## config.mk

```make
export PLATFORM = sky130hd
export DESIGN_NAME = software_timer_table
export DESIGN_NICKNAME = d
export VERILOG_FILES = /design/src/hw/rtl/stt_pkg.sv /design/src/hw/rtl/stt_alu.sv /design/src/hw/rtl/stt_table.sv /design/src/hw/rtl/software_timer_table.sv
export SDC_FILE = /design/constraint.sdc
export NUM_CORES = 2
export LEC_CHECK = 0
export BUFFER_PORTS_ARGS = -buffer_cell sky130_fd_sc_hd__buf_2
export CAP_MARGIN = 5
export CORE_MARGIN = 2
export CORE_UTILIZATION = 33
export CTS_CLUSTER_DIAMETER = 200
export DETAILED_ROUTE_END_ITERATION = 10
export PLACE_DENSITY = 0.49
export SETUP_SLACK_MARGIN = 0.05
export SLEW_MARGIN = 30
export SYNTH_ARGS = -nofsm -noshare
export SYNTH_HDL_FRONTEND = slang
export SYNTH_SLANG_ARGS = --single-unit
```

## constraint.sdc

```tcl
create_clock -name clk -period 56.8 [get_ports clk]
set_input_delay 2.84 -clock clk [delete_from_list [all_inputs] [get_ports clk]]
set_output_delay 2.84 -clock clk [all_outputs]
set_load 0.03 [all_outputs]
```

## src/hw/rtl/stt_pkg.sv

```systemverilog
// ----------------------------------------------------------------------------
// Software timer table package
// Sizes, command and result codes, slot record and sequencer states shared by
// the timer table modules.
// ----------------------------------------------------------------------------
package stt_pkg;

  localparam int MAX_TIMERS = 16;
  localparam int RESULT_CAP = 16;
  localparam int IDX_W      = (MAX_TIMERS > 1) ? $clog2(MAX_TIMERS) : 1;
  localparam int CNT_W      = $clog2(MAX_TIMERS + 1);
  localparam int RES_W      = $clog2(RESULT_CAP + 1);
  localparam int RM_W       = 5;
  localparam int IN_DATA_W  = 136;
  localparam int OUT_DATA_W = 72;

  localparam logic [1:0] CMD_ADD   = 2'd0;
  localparam logic [1:0] CMD_TICK  = 2'd1;
  localparam logic [1:0] CMD_CLEAR = 2'd2;

  localparam logic [1:0] KIND_FIRED = 2'd0;
  localparam logic [1:0] KIND_ADDED = 2'd1;
  localparam logic [1:0] KIND_FULL  = 2'd2;
  localparam logic [1:0] KIND_CLEAR = 2'd3;

  typedef struct packed {
    logic [31:0] period;
    logic [31:0] count;
    logic        once;
    logic [31:0] tag;
    logic [31:0] arg;
  } slot_t;

  typedef struct packed {
    logic             en;
    logic [IDX_W-1:0] idx;
    slot_t            data;
  } slot_wr_t;

  typedef struct packed {
    logic [31:0] sum;
    logic        due;
    logic        tag_hit;
  } alu_res_t;

  typedef enum logic [1:0] {
    ST_IDLE,
    ST_ADD,
    ST_WALK,
    ST_FLUSH
  } state_t;

  // Clamp a removal count to the width of the result field
  function automatic logic [RM_W-1:0] sat_removed(input logic [CNT_W-1:0] v);
    logic [RM_W-1:0] r;
    if (int'(v) > (2 ** RM_W) - 1) begin
      r = '1;
    end else begin
      r = RM_W'(v);
    end
    return r;
  endfunction

endpackage

```

## src/hw/rtl/stt_alu.sv

```systemverilog
// ----------------------------------------------------------------------------
// Timer slot arithmetic unit
// Saturating count update, expiry compare and tag match for one slot; shared
// by every step of a tick or clear walk.
// ----------------------------------------------------------------------------
module stt_alu (
  input  logic [31:0]      count,
  input  logic [31:0]      delta,
  input  logic [31:0]      period,
  input  logic [31:0]      slot_tag,
  input  logic [31:0]      match_tag,
  output stt_pkg::alu_res_t res
);
  import stt_pkg::*;

  logic [32:0] wide_sum;
  logic [31:0] sat_sum;

  assign wide_sum = {1'b0, count} + {1'b0, delta};
  assign sat_sum  = wide_sum[32] ? 32'hFFFF_FFFF : wide_sum[31:0];

  assign res.sum     = sat_sum;
  assign res.due     = (sat_sum >= period);
  // a zero clear tag never matches
  assign res.tag_hit = (match_tag != 32'd0) && (slot_tag == match_tag);

endmodule

```

## src/hw/rtl/stt_table.sv

```systemverilog
// ----------------------------------------------------------------------------
// Timer slot register file
// Holds the timer records; one read port addressed by the walk pointer and
// one write port.
// ----------------------------------------------------------------------------
module stt_table (
  input  logic                            clk,
  input  logic [stt_pkg::IDX_W-1:0]       rd_idx,
  output stt_pkg::slot_t                  rd_data,
  input  stt_pkg::slot_wr_t               wr
);
  import stt_pkg::*;

  slot_t slots [MAX_TIMERS];

  always_ff @(posedge clk) begin
    if (wr.en) begin
      slots[wr.idx] <= wr.data;
    end
  end

  assign rd_data = slots[rd_idx];

endmodule

```

## src/hw/rtl/software_timer_table.sv

```systemverilog
// ----------------------------------------------------------------------------
// Software timer table
// Ordered table of software timers with add, tick and clear-by-tag commands.
// ----------------------------------------------------------------------------
// An add is written in the add state unless the table is full, and its
// result is loaded once the result register is free. A tick or a clear
// walks the stored timers one slot per cycle, while no fired result waits
// on a held result register, through a single saturating adder and
// comparator, compacting the table in place, and then ends in a flush step.
// Fired timers come out in table order; tlast marks the final result of a
// command. The input is not ready until the current command has finished.
module software_timer_table (
  input  logic                               clk,
  input  logic                               rst,
  input  logic                               s_tvalid,
  output logic                               s_tready,
  // period[31:0], tag[63:32], handler_arg[95:64], one_shot[96],
  // delta[128:97], zero fill above
  input  logic [stt_pkg::IN_DATA_W-1:0]      s_tdata,
  // command[1:0]
  input  logic [1:0]                         s_tuser,
  output logic                               m_tvalid,
  input  logic                               m_tready,
  // fired_tag[31:0], fired_arg[63:32], removed_count[68:64], zero fill above
  output logic [stt_pkg::OUT_DATA_W-1:0]     m_tdata,
  // kind[1:0]
  output logic [1:0]                         m_tuser,
  output logic                               m_tlast
);
  import stt_pkg::*;

  state_t state, state_next;

  // latched command
  logic [1:0]  cmd;
  logic [31:0] cmd_period;
  logic [31:0] cmd_tag;
  logic [31:0] cmd_arg;
  logic        cmd_once;
  logic [31:0] cmd_delta;

  logic [CNT_W-1:0] used;
  logic [CNT_W-1:0] rd_ptr;
  logic [CNT_W-1:0] wr_ptr;
  logic [RES_W-1:0] fired_n;
  logic [CNT_W-1:0] removed;

  // last fired result, held until the next one shows it was not the final one
  logic        pend_valid;
  logic [31:0] pend_tag;
  logic [31:0] pend_arg;

  logic [31:0]     out_tag;
  logic [31:0]     out_arg;
  logic [RM_W-1:0] out_removed;
  logic [1:0]      out_kind;
  logic            out_last;

  slot_t     cur;
  slot_wr_t  wr;
  alu_res_t  alu;

  logic            accept;
  logic            out_free;
  logic            walk_done;
  logic            is_tick;
  logic            emit;
  logic            drop;
  logic            step;
  logic            full;
  logic            load_out;
  logic [1:0]      load_kind;
  logic [31:0]     load_tag;
  logic [31:0]     load_arg;
  logic [RM_W-1:0] load_removed;
  logic            load_last;

  stt_table u_table (
    .clk     (clk),
    .rd_idx  (rd_ptr[IDX_W-1:0]),
    .rd_data (cur),
    .wr      (wr)
  );

  stt_alu u_alu (
    .count     (cur.count),
    .delta     (cmd_delta),
    .period    (cur.period),
    .slot_tag  (cur.tag),
    .match_tag (cmd_tag),
    .res       (alu)
  );

  assign s_tready  = (state == ST_IDLE);
  assign accept    = s_tvalid && s_tready;
  assign out_free  = !m_tvalid || m_tready;
  assign walk_done = (rd_ptr == used);
  assign is_tick   = (cmd == CMD_TICK);
  assign full      = (used == CNT_W'(MAX_TIMERS));
  assign emit      = is_tick && alu.due && (cur.tag != 32'd0) &&
                     (fired_n < RES_W'(RESULT_CAP));
  assign drop      = is_tick ? (alu.due && cur.once) : alu.tag_hit;

  always_comb begin
    state_next   = state;
    step         = 1'b0;
    wr           = '0;
    load_out     = 1'b0;
    load_kind    = KIND_FIRED;
    load_tag     = 32'd0;
    load_arg     = 32'd0;
    load_removed = '0;
    load_last    = 1'b0;
    unique case (state)
      ST_IDLE: begin
        if (accept) begin
          priority case (s_tuser)
            CMD_ADD:   state_next = ST_ADD;
            CMD_TICK:  state_next = ST_WALK;
            CMD_CLEAR: state_next = ST_WALK;
            default:   state_next = ST_IDLE;
          endcase
        end
      end
      ST_ADD: begin
        if (out_free) begin
          load_out   = 1'b1;
          load_last  = 1'b1;
          state_next = ST_IDLE;
          if (full) begin
            load_kind = KIND_FULL;
          end else begin
            load_kind        = KIND_ADDED;
            wr.en            = 1'b1;
            wr.idx           = used[IDX_W-1:0];
            wr.data.period   = cmd_period;
            wr.data.count    = 32'd0;
            wr.data.once     = cmd_once;
            wr.data.tag      = cmd_tag;
            wr.data.arg      = cmd_arg;
          end
        end
      end
      ST_WALK: begin
        if (walk_done) begin
          state_next = ST_FLUSH;
        end else if (!(emit && pend_valid && !out_free)) begin
          step = 1'b1;
          // compact: keep survivors packed at the write pointer
          if (!drop) begin
            wr.en   = 1'b1;
            wr.idx  = wr_ptr[IDX_W-1:0];
            wr.data = cur;
            if (is_tick) begin
              wr.data.count = alu.due ? 32'd0 : alu.sum;
            end
          end
          if (emit && pend_valid) begin
            load_out  = 1'b1;
            load_kind = KIND_FIRED;
            load_tag  = pend_tag;
            load_arg  = pend_arg;
          end
        end
      end
      ST_FLUSH: begin
        if (out_free) begin
          state_next = ST_IDLE;
          if (is_tick) begin
            load_out  = pend_valid;
            load_kind = KIND_FIRED;
            load_tag  = pend_tag;
            load_arg  = pend_arg;
            load_last = 1'b1;
          end else begin
            load_out     = 1'b1;
            load_kind    = KIND_CLEAR;
            load_removed = sat_removed(removed);
            load_last    = 1'b1;
          end
        end
      end
      default: state_next = ST_IDLE;
    endcase
  end

  always_ff @(posedge clk) begin
    if (rst) begin
      state <= ST_IDLE;
    end else begin
      state <= state_next;
    end
  end

  always_ff @(posedge clk) begin
    if (rst) begin
      used       <= '0;
      pend_valid <= 1'b0;
      m_tvalid   <= 1'b0;
    end else begin
      if (load_out) begin
        m_tvalid <= 1'b1;
      end else if (m_tready) begin
        m_tvalid <= 1'b0;
      end
      if (state == ST_ADD && out_free && !full) begin
        used <= used + CNT_W'(1);
      end
      if (state == ST_WALK && walk_done) begin
        used <= wr_ptr;
      end
      if (accept) begin
        pend_valid <= 1'b0;
      end else if (step && emit) begin
        pend_valid <= 1'b1;
      end
    end
  end

  always_ff @(posedge clk) begin
    if (accept) begin
      cmd        <= s_tuser;
      cmd_period <= s_tdata[31:0];
      cmd_tag    <= s_tdata[63:32];
      cmd_arg    <= s_tdata[95:64];
      cmd_once   <= s_tdata[96];
      cmd_delta  <= s_tdata[128:97];
      rd_ptr     <= '0;
      wr_ptr     <= '0;
      fired_n    <= '0;
      removed    <= '0;
    end else if (step) begin
      rd_ptr <= rd_ptr + CNT_W'(1);
      if (!drop) begin
        wr_ptr <= wr_ptr + CNT_W'(1);
      end else if (!is_tick) begin
        removed <= removed + CNT_W'(1);
      end
      if (emit) begin
        fired_n  <= fired_n + RES_W'(1);
        pend_tag <= cur.tag;
        pend_arg <= cur.arg;
      end
    end
    if (load_out) begin
      out_kind    <= load_kind;
      out_tag     <= load_tag;
      out_arg     <= load_arg;
      out_removed <= load_removed;
      out_last    <= load_last;
    end
  end

  assign m_tdata = {(OUT_DATA_W - 64 - RM_W)'(0), out_removed, out_arg, out_tag};
  assign m_tuser = out_kind;
  assign m_tlast = out_last;

endmodule
```

==> results.json <==
{
  "rows": 195,
  "wire_per_inst_um": 29.04,
  "port_buffers": 208,
  "place_area_sq_mm": 0.09985,
  "ys.flop_type": "edfxtp_1",
  "yosysWarnings": 0,
  "status": "finished clean",
  "dp_slack_ps": 42640,
  "placedCellCount": 8338,
  "syn2layout_area_growth_pct": 15.37,
  "drc": 0,
  "grt_usage": 0.1746,
  "die_x_um": 536.6,
  "r2r_end": "u_table.slots[9][31]",
  "critPathMaxFanout": 69,
  "setup_tns_ps": 0,
  "design_area_sq_mm": 0.1080,
  "max_freq_mhz": 70.38,
  "required_ps": 57230,
  "htreeDepth": 5,
  "start_kind": "register",
  "power_density_mw_per_mm2": 43.79,
  "rrSetupSlack_ps": 42590,
  "setup_ws_ps": 42590,
  "ios": 219,
  "finClkSkew_ps": 58.95,
  "fin_util": 0.3826,
  "r2r_cells": 29,
  "cts.root.buffer_cell": "clkbuf_16",
  "leakage_nw": 34.59,
  "vias_per_cell": 5.271,
  "worstSkewPairLatency_ps": 840,
  "endpoint_kind": "register",
  "fin_hold_ws_ps": 502.9,
  "min_from": "fired_n[3]",
  "grt_pass1_vias": 47660,
  "core_area_sq_mm": 0.2823,
  "vdd_drop_max_mv": 0.02405,
  "postSynthCellCount": 4476,
  "hold-path-cell-count": 2,
  "min_period_ps": 14210,
  "synth-async-reset-ratio": 0,
  "cts.sinks": 2364,
  "grt_max_degree": 95,
  "holdPathEnd": "fired_n[3]",
  "start_util": 0.3316,
  "drt-initial-drc-count": 4909,
  "syn_area_per_cell_sq_um": 20.92,
  "tightest_slew_ps": 1029,
  "ant_nets": 0,
  "vias": 46340,
  "nNetsFinal": 5086,
  "ys_seq_elements": 2364,
  "dieArea_sq_mm": 0.2880,
  "crit_top_cell": "buf_4",
  "grt_first_pass_wirelength_mm": 360.4,
  "cts_buffers": 269,
  "grt_setup_unrepaired": "false",
  "postCtsHoldBufs": 0,
  "ctsResizeCount": 0,
  "max_slew_margin": 0.2944,
  "cts.reportedPaths.clkPinSlew_ps": 60,
  "antenna_found_initial": 6,
  "finalSetupViolations": 0,
  "ys_seq_area_frac": 0.7547,
  "die_h_um": 536.6,
  "netlist_area_sq_mm": 0.09362,
  "path_class": "register to register",
  "cpMaxStageDelayCell": "buf_4",
  "hpwl_mm": 137.0,
  "multiInputGateArea_sq_mm": 0.02198,
  "drive_gt1_frac": 0.2646,
  "min_path_type": "register to register",
  "cts_tree": "done",
  "n_fill_cell": 25600,
  "regArea_sq_mm": 0.07067,
  "cap_violations": 0,
  "post_cts_buffers": 0,
  "synth_edf_count": 2331,
  "max_stage_delay_ps": 860,
  "cp_data_arrival_time_ps": 14640,
  "drt-pass1-iter-count": 5,
  "cts.path.max_buffers": 4,
  "period_share": 0.2501,
  "final_cells": 8791,
  "synth.distinct_cells": 79,
  "hold_violations": 0,
  "gr-total-overflow": 0,
  "p_total_mw": 4.730,
  "gp_congestion": 0.7923,
  "wirelength_mm": 255.3,
  "slew_violations": 0
}
## state kept, by name, summed over array words and instances, names as in the netlist, 32 cells and up, named ones only
name and flops:
cmd_period 32, pend_tag 32, u_table.slots 2064, cmd_arg 32
pend_arg 32, out_tag 32, out_arg 32, cmd_delta 32
cmd_tag 32
## critical path, delay by kind of cell (launching register included)
kind	cells	cell delay (ps)
compound gates	14	5340
buf+inv	6	3450
simple gates	5	2160
mux	2	1130
flops	1	740
fa+ha+maj	2	700
## where the power goes
| group | internal (mW) | switching, mW |
|---|---|---|
| registers | 2.09 | 0.0499 |
| logic | 0.361 | 0.601 |
| clock network | 0.950 | 0.679 |
## layer usage
metal | share of wire | up-vias | global-route usage
li1 | - | 19460 | -
met1 | 0.45 | 25210 | 0.2481
met5 | 0 | - | 0
met2 | 0.48 | 1326 | 0.2828
met3 | 0.050 | 344 | 0.02274
met4 | 0.025 | 0 | 0.04680
## worst max-delay path by stage
stage | start | endpoint | slack, ps
floorplan | register | u_table.slots[14][0] | 35420
global placement | register | u_table.slots[8][41] | 42080
detailed placement | register | u_table.slots[9][9] | 42640
CTS | register | u_table.slots[9][13] | 42600
global route | register | u_table.slots[9][28] | 41790
finish | register | u_table.slots[9][31] | 42590
## area by class of cell
class / count / share of cell area
Tap cell: 3743 / 0.04336
Inverter: 54 / 0.002016
Multi-Input combinational cell: 1832 / 0.2035
Sequential cell: 2364 / 0.6543
Antenna cell: 3 / 0.00006951
Timing Repair Buffer: 346 / 0.02199
Clock inverter: 112 / 0.009013
Clock buffer: 337 / 0.06567
## cell families (layout without fill, tap and decap cells)
| logic type | after synthesis | in the layout | synth area share |
|---|---|---|---|
| adder cells (fa/ha/maj) | 77 | 77 | 0.01037 |
| multiplexers | 732 | 732 | 0.1545 |
| AND/OR/NAND/NOR | 528 | 528 | 0.02853 |
| flip-flops | 2364 | 2364 | 0.7547 |
| buffers and inverters | 282 | 849 | 0.01286 |
| AO/OA/AOI/OAI | 402 | 402 | 0.03051 |
| other | 1 | 6 | 0.00004006 |
| XOR/XNOR | 90 | 90 | 0.008420 |
## Yosys cell counts (6+ instances only)
cell type,number,area [sq um]
edfxtp_1,2331,70000
mux4_2,568,12790
nand2_1,142,533.0
mux2i_1,138,1381
clkbuf_1,119,446.7
nor2_1,106,397.9
and2_1,82,513.0
ha_1,76,950.9
a21oi_1,66,330.3
a22o_1,66,578.1
o21ai_0,64,320.3
a22oi_1,55,412.9
buf_2,53,265.3
inv_1,52,195.2
xor2_1,46,402.9
xnor2_1,44,385.4
buf_1,40,150.1
nand3_1,34,170.2
dfxtp_1,33,660.6
a21o_1,28,210.2
mux2_2,26,292.8
nor4_1,26,162.7
nor3_1,25,125.1
nand2b_1,22,137.6
nand4_1,21,131.4
nor2b_1,20,125.1
a211oi_1,18,135.1
o22ai_1,16,100.1
and3_1,11,68.82
buf_4,11,82.58
a31oi_1,10,62.56
o21a_1,8,60.06
a311oi_1,6,52.55
o21bai_1,6,45.04
## layout by cell type, fill, tap and decap left out, drive strengths merged, types with 67 or more instances in the layout
cell / count
edfxtp: 2331
mux4: 568
buf: 346
clkbuf: 337
nand2: 142
mux2i: 138
nor2: 108
clkinv: 86
and2: 82
ha: 76
a21oi: 67
No activity file was read; power rests on OpenSTA's default activity.
